[src/sv/sqg_pkg.sv]
package sqg_pkg;

  // Amplitude format: signed Q2.14.
  localparam int AMP_W  = 16;
  localparam int FRAC   = 14;
  localparam int RAND_W = 16;

  // Shared multiplier operand and product widths.
  localparam int MUL_W  = 33;
  localparam int PROD_W = 2 * MUL_W;

  // Command codes.
  localparam logic [2:0] CMD_LOAD  = 3'd0;
  localparam logic [2:0] CMD_APPLY = 3'd1;
  localparam logic [2:0] CMD_X     = 3'd2;
  localparam logic [2:0] CMD_Z     = 3'd3;
  localparam logic [2:0] CMD_H     = 3'd4;
  localparam logic [2:0] CMD_MEAS  = 3'd5;

  // Amplitude one and 1/sqrt2 in Q2.14.
  localparam logic signed [AMP_W-1:0] AMP_ONE = 16'sd16384;
  localparam logic signed [AMP_W-1:0] AMP_H   = 16'sd11585;

  // Newton inverse square root seeds in unsigned Q1.30 and constants (three in Q4.30).
  localparam logic [30:0] SEED_LOW     = 31'd912680550;
  localparam logic [30:0] SEED_HIGH    = 31'd644245094;
  localparam logic [33:0] NEWTON_THREE = 34'd3 << 30;
  localparam logic [2:0]  NEWTON_LAST  = 3'd4;

  typedef struct packed {
    logic [2:0]              command;
    logic signed [AMP_W-1:0] m00_re;
    logic signed [AMP_W-1:0] m00_im;
    logic signed [AMP_W-1:0] m01_re;
    logic signed [AMP_W-1:0] m01_im;
    logic signed [AMP_W-1:0] m10_re;
    logic signed [AMP_W-1:0] m10_im;
    logic signed [AMP_W-1:0] m11_re;
    logic signed [AMP_W-1:0] m11_im;
    logic [RAND_W-1:0]       random_fraction;
  } cmd_t;

  typedef struct packed {
    logic signed [AMP_W-1:0] alpha_re_out;
    logic signed [AMP_W-1:0] alpha_im_out;
    logic signed [AMP_W-1:0] beta_re_out;
    logic signed [AMP_W-1:0] beta_im_out;
    logic                    outcome;
    logic                    zero_norm;
  } res_t;

  // Operands handed to the shared multiplier.
  typedef struct packed {
    logic signed [MUL_W-1:0] a;
    logic signed [MUL_W-1:0] b;
  } mul_op_t;

endpackage

[src/sv/sqg_mul.sv]
module sqg_mul (
  input  logic                               clk,
  input  sqg_pkg::mul_op_t                   op,
  output logic signed [sqg_pkg::PROD_W-1:0]  prod
);
  import sqg_pkg::*;

  // One registered signed multiply, shared by every phase of the sequencer that needs a product.
  always_ff @(posedge clk) begin
    prod <= op.a * op.b;
  end

endmodule

[config.mk]
export PLATFORM = sky130hd
export DESIGN_NAME = sqg_mul
export DESIGN_NICKNAME = d
export VERILOG_FILES = /design/src/sv/sqg_pkg.sv /design/src/sv/sqg_mul.sv
export SDC_FILE = /design/constraint.sdc
export NUM_CORES = 2
export LEC_CHECK = 0
export ABC_CLOCK_PERIOD_IN_PS = 25400
export BUFFER_PORTS_ARGS = -buffer_cell sky130_fd_sc_hd__buf_4
export CORE_UTILIZATION = 50
export CTS_BUF_LIST = sky130_fd_sc_hd__clkbuf_4
export CTS_CLUSTER_SIZE = 24
export DETAILED_ROUTE_END_ITERATION = 16
export GPL_TIMING_DRIVEN = 0
export PLACE_DENSITY = 0.77
export SLEW_MARGIN = 20
export SYNTH_ARGS = -nofsm -noshare
export SYNTH_HDL_FRONTEND = slang
export SYNTH_SLANG_ARGS = --single-unit
[constraint.sdc]
create_clock -name clk -period 25.4 [get_ports clk]
set_input_delay 5.08 -clock clk [delete_from_list [all_inputs] [get_ports clk]]
set_output_delay 5.08 -clock clk [all_outputs]
set_load 0.05 [all_outputs]
Yosys cells after proc, flatten, opt, wreduce, memory -nomap -nowiden

Cells that the tools add are included.

Multipliers: 1
Add/sub/neg operators: 0
Divide/modulo/power cells: 0
Equal/unequal tests: 0
Reductions and logical operators: 0
Shift operators: 0
Order comparisons: 0
Bitwise operators: 0
Mux-type cells: 0

Operator list:

| kind                                           | number |
|---|---|
| 33-bit by 33-bit multiplier with 66-bit output | 1 |

Bits in latches: 0
Register bits after elaboration: 66
Memory bits (writable): 0
Input bits: 67
Memory bits (read-only): 0
Memories kept: 0

Longest topological paths before layout

Depth in word-level cells: 1
Gate-level depth with buffers: 27
Gate-level depth less buffers: 26

Worst setup path before layout

Ideal clock, no wire load.

Path type: input-to-reg
From: in op[65] in the netlist's numbering
To: reg prod[62] in the netlist's numbering
Slack: 13.084 ns
Data required time: 25.321 ns
Path buffers: 2
Arrival: 12.237 ns
Stages: 23
Cells stage by stage: clkbuf_1 > nand2_1 > inv_1 > fa_1 > fa_1 > fa_1 > fa_1 > fa_1 > fa_1 > fa_1 > inv_1 > fa_1 > inv_1 > ha_1 > clkbuf_1 > and3_1 > nand3_1 > nand2b_1 > a2111oi_4 > a211oi_4 > a21o_2 > a21o_1 > a211oi_2

Longest elaborated chain between the ends: 1

Ends and longest elaborated chain:

| element                                        | line          | text |
|---|---|---|
| start: declaration                             | sqg_mul.sv:3  | `input sqg_pkg::mul_op_t op,` |
| 33-bit by 33-bit multiplier with 66-bit output | sqg_mul.sv:10 | `prod <= op.a * op.b;` |
| end signal: assignment                         | sqg_mul.sv:10 |  |
| end: declaration                               | sqg_mul.sv:4  | `output logic signed [sqg_pkg::PROD_W-1:0] prod` |

Every way passes these cells.

Worst setup path after layout

Same ends and word-level chain as after synthesis.

==> metrics.txt <==
initial antenna violation count 15; Post-route DRC 0; Yosys cell types 80; Die W 287 um; Seq cells post-synth 66; cell count after synthesis approximately 4300; CP Capture Type flip-flop; max-slew violations 0; dominant cells by area after synthesis fa_1 (56%), inv_1 (10%), and2_1 (8.6%), ha_1 (6.7%), nand2_1 (5.1%); WP data required about 26000 ps; row count 104; Min-Delay Path Class in2reg; Max Clock Freq 74.5 MHz; Final Core Density a little over half; most frequent cell after synthesis fa_1; PostCTS Resize Cnt 0; Period minus WS final ~13000 ps; hold buffer count at cts 0; Crit-path slowest cell fa_2; # IOs 133; # nets final about 5900; core area 0.0805 mm^2; final cell count without fillers 5559; WP data arrival about 14000 ps; TNS Setup 0 ps; sequential area share after synthesis around 3.2%; worst path cell trace buf_4 > clkbuf_1 > nand2_1 > inv_1 > fa_1 > fa_1 > fa_2 > fa_2 > fa_1 > fa_1 > fa_1 > inv_1 > fa_1 > inv_1 > ha_1 > clkbuf_1 > and3_1 > nand3_1 > nand2b_1 > nor2_1 > a211oi_4 > a21o_2 > a211oi_2 > a211oi_2; RSZ-0062 raised after global routing no; Initial Util about half; warnings from Yosys 0; Slew @ Worst Pin about 1200 ps; Post-synth EDFFs 0; ratio of cells with drive above 1 in the final layout ~4.4%; GRT Util Overall roughly a third; Area growth syn-to-layout 6.14%; Startpoint Class primary input; CTS root buf clkbuf_4; status completed; Synth area leader fa_1; DRT Wirelength approximately 140 mm; Crit Path Max Fanout 17; DP Cell Count approximately 5500; Finish-stage setup viols 0; final instance area 0.0432 mm^2; Slew headroom a little under a fifth; slowest stage delay, CP 1000 ps; max reg flops 66; Initial DRT Pass Iterations 6; CTS tree done; critical path's most frequent cell fa_1; largest net degree at the start of global routing 27; CTS Buffer Depth 2; post-route clock period utilization a little over half; share of the synthesized area in the top cell type between 50 and 60%; CTS clock-pin slew for the worst setup and hold paths 150 ps; H-Tree Level Count 3; syn_area_per_cell roughly 9.4 um^2; vias in the first global route 33100; Placer Congestion about 1.1; Detail Route Antenna Nets 0; Synth Cell Area between 0.04 and 0.05 mm^2; post-CTS setup buffer count 0; Main synth FF type dfxtp_1; grt total ovfl 0; maxcap violations 0; Vias around 31000; Most flops, register prod; vias per inst 5.61; Wirelength per Cell around 25 um; DRT iter0 DRCs around 2800; Top Registers prod (66); CTS buffer count 9; crit path kind in2reg; # clock sinks 66; ys async rst share 0%; # port buffers 132; final hold vios 0; die area 0.0826 mm^2; DPL Wire Length 119 mm; Filler cells 7403; synth cell count leaders fa_1 (1145), inv_1 (1131), and2_1 (562); die height between 200 and 300 um; Syn Nets approximately 5800; first-pass GRT wire length 207 mm; DP Area 0.0431 mm^2
==> final cells by class <==
type	instances	area [um^2]	share of cell area, %
clock buffer	9	67.6	0.156
tap	1060	1330	3.07
buffer	221	851	1.97
antenna	13	32.5	0.0752
multi-input combinational	2920	34300	79.4
clock inverter	7	77.6	0.179
sequential	66	1320	3.06
inverter	1131	4250	9.82
timing repair buffer	132	991	2.29
==> cell families (layout without fill, tap and decap cells) <==
logic type,Yosys count,after routing,share of synthesized area (%)
compound gates,219,219,4.07
xor+xnor,68,68,1.46
buf+inv,1352,1500,12.5
other cells,0,13,0
simple gates,1271,1271,15.8
fa+ha+maj,1362,1362,62.9
flops,66,66,3.24
==> cells in the final DEF, fill, tap and decap left out, drive strengths merged, types with 25 or more instances in the layout <==
cell type	instances
fa	1145
inv	1133
and2	563
nand2	551
ha	217
clkbuf	217
buf	145
nor2	68
dfxtp	66
a21oi	61
xnor2	43
a21o	38
o21ai	33
nand3	26
xor2	25
==> layer usage <==
metal	routed length, um	part of all wire (%)	up-vias	track usage [%]
li1	-	-	12600	-
met1	48200	35	16200	43.2
met2	63300	46	1826	54.5
met3	15500	11	508	8.55
met4	11500	8.3	2	24.4
met5	10	0.0072	-	0
==> worst paths after layout <==
kind / startpoint / cells after the start / end / slack (ps)
worst min-delay path: op[33] / 2 / prod[0] / 4840
worst max-delay path: op[65] / 24 / prod[62] / 11980
==> worst max-delay path: cells and delay by family <==
family	cells	cell delay, ps
fa+ha+maj	9	5100
simple gates	5	1060
compound gates	4	1210
buf+inv	6	1500
==> stage by stage <==
stage / hold slack, ps / worst slack (ps)
floorplan: 5210 / 13080
global placement: 5500 / 10920
detailed placement: 5500 / 11400
CTS: 4790 / 12090
global route: 4780 / 11710
finish: 4840 / 11980
Power is not shown: default switching activity piles up to over one toggle a cycle in this logic, so the estimate is an artifact.
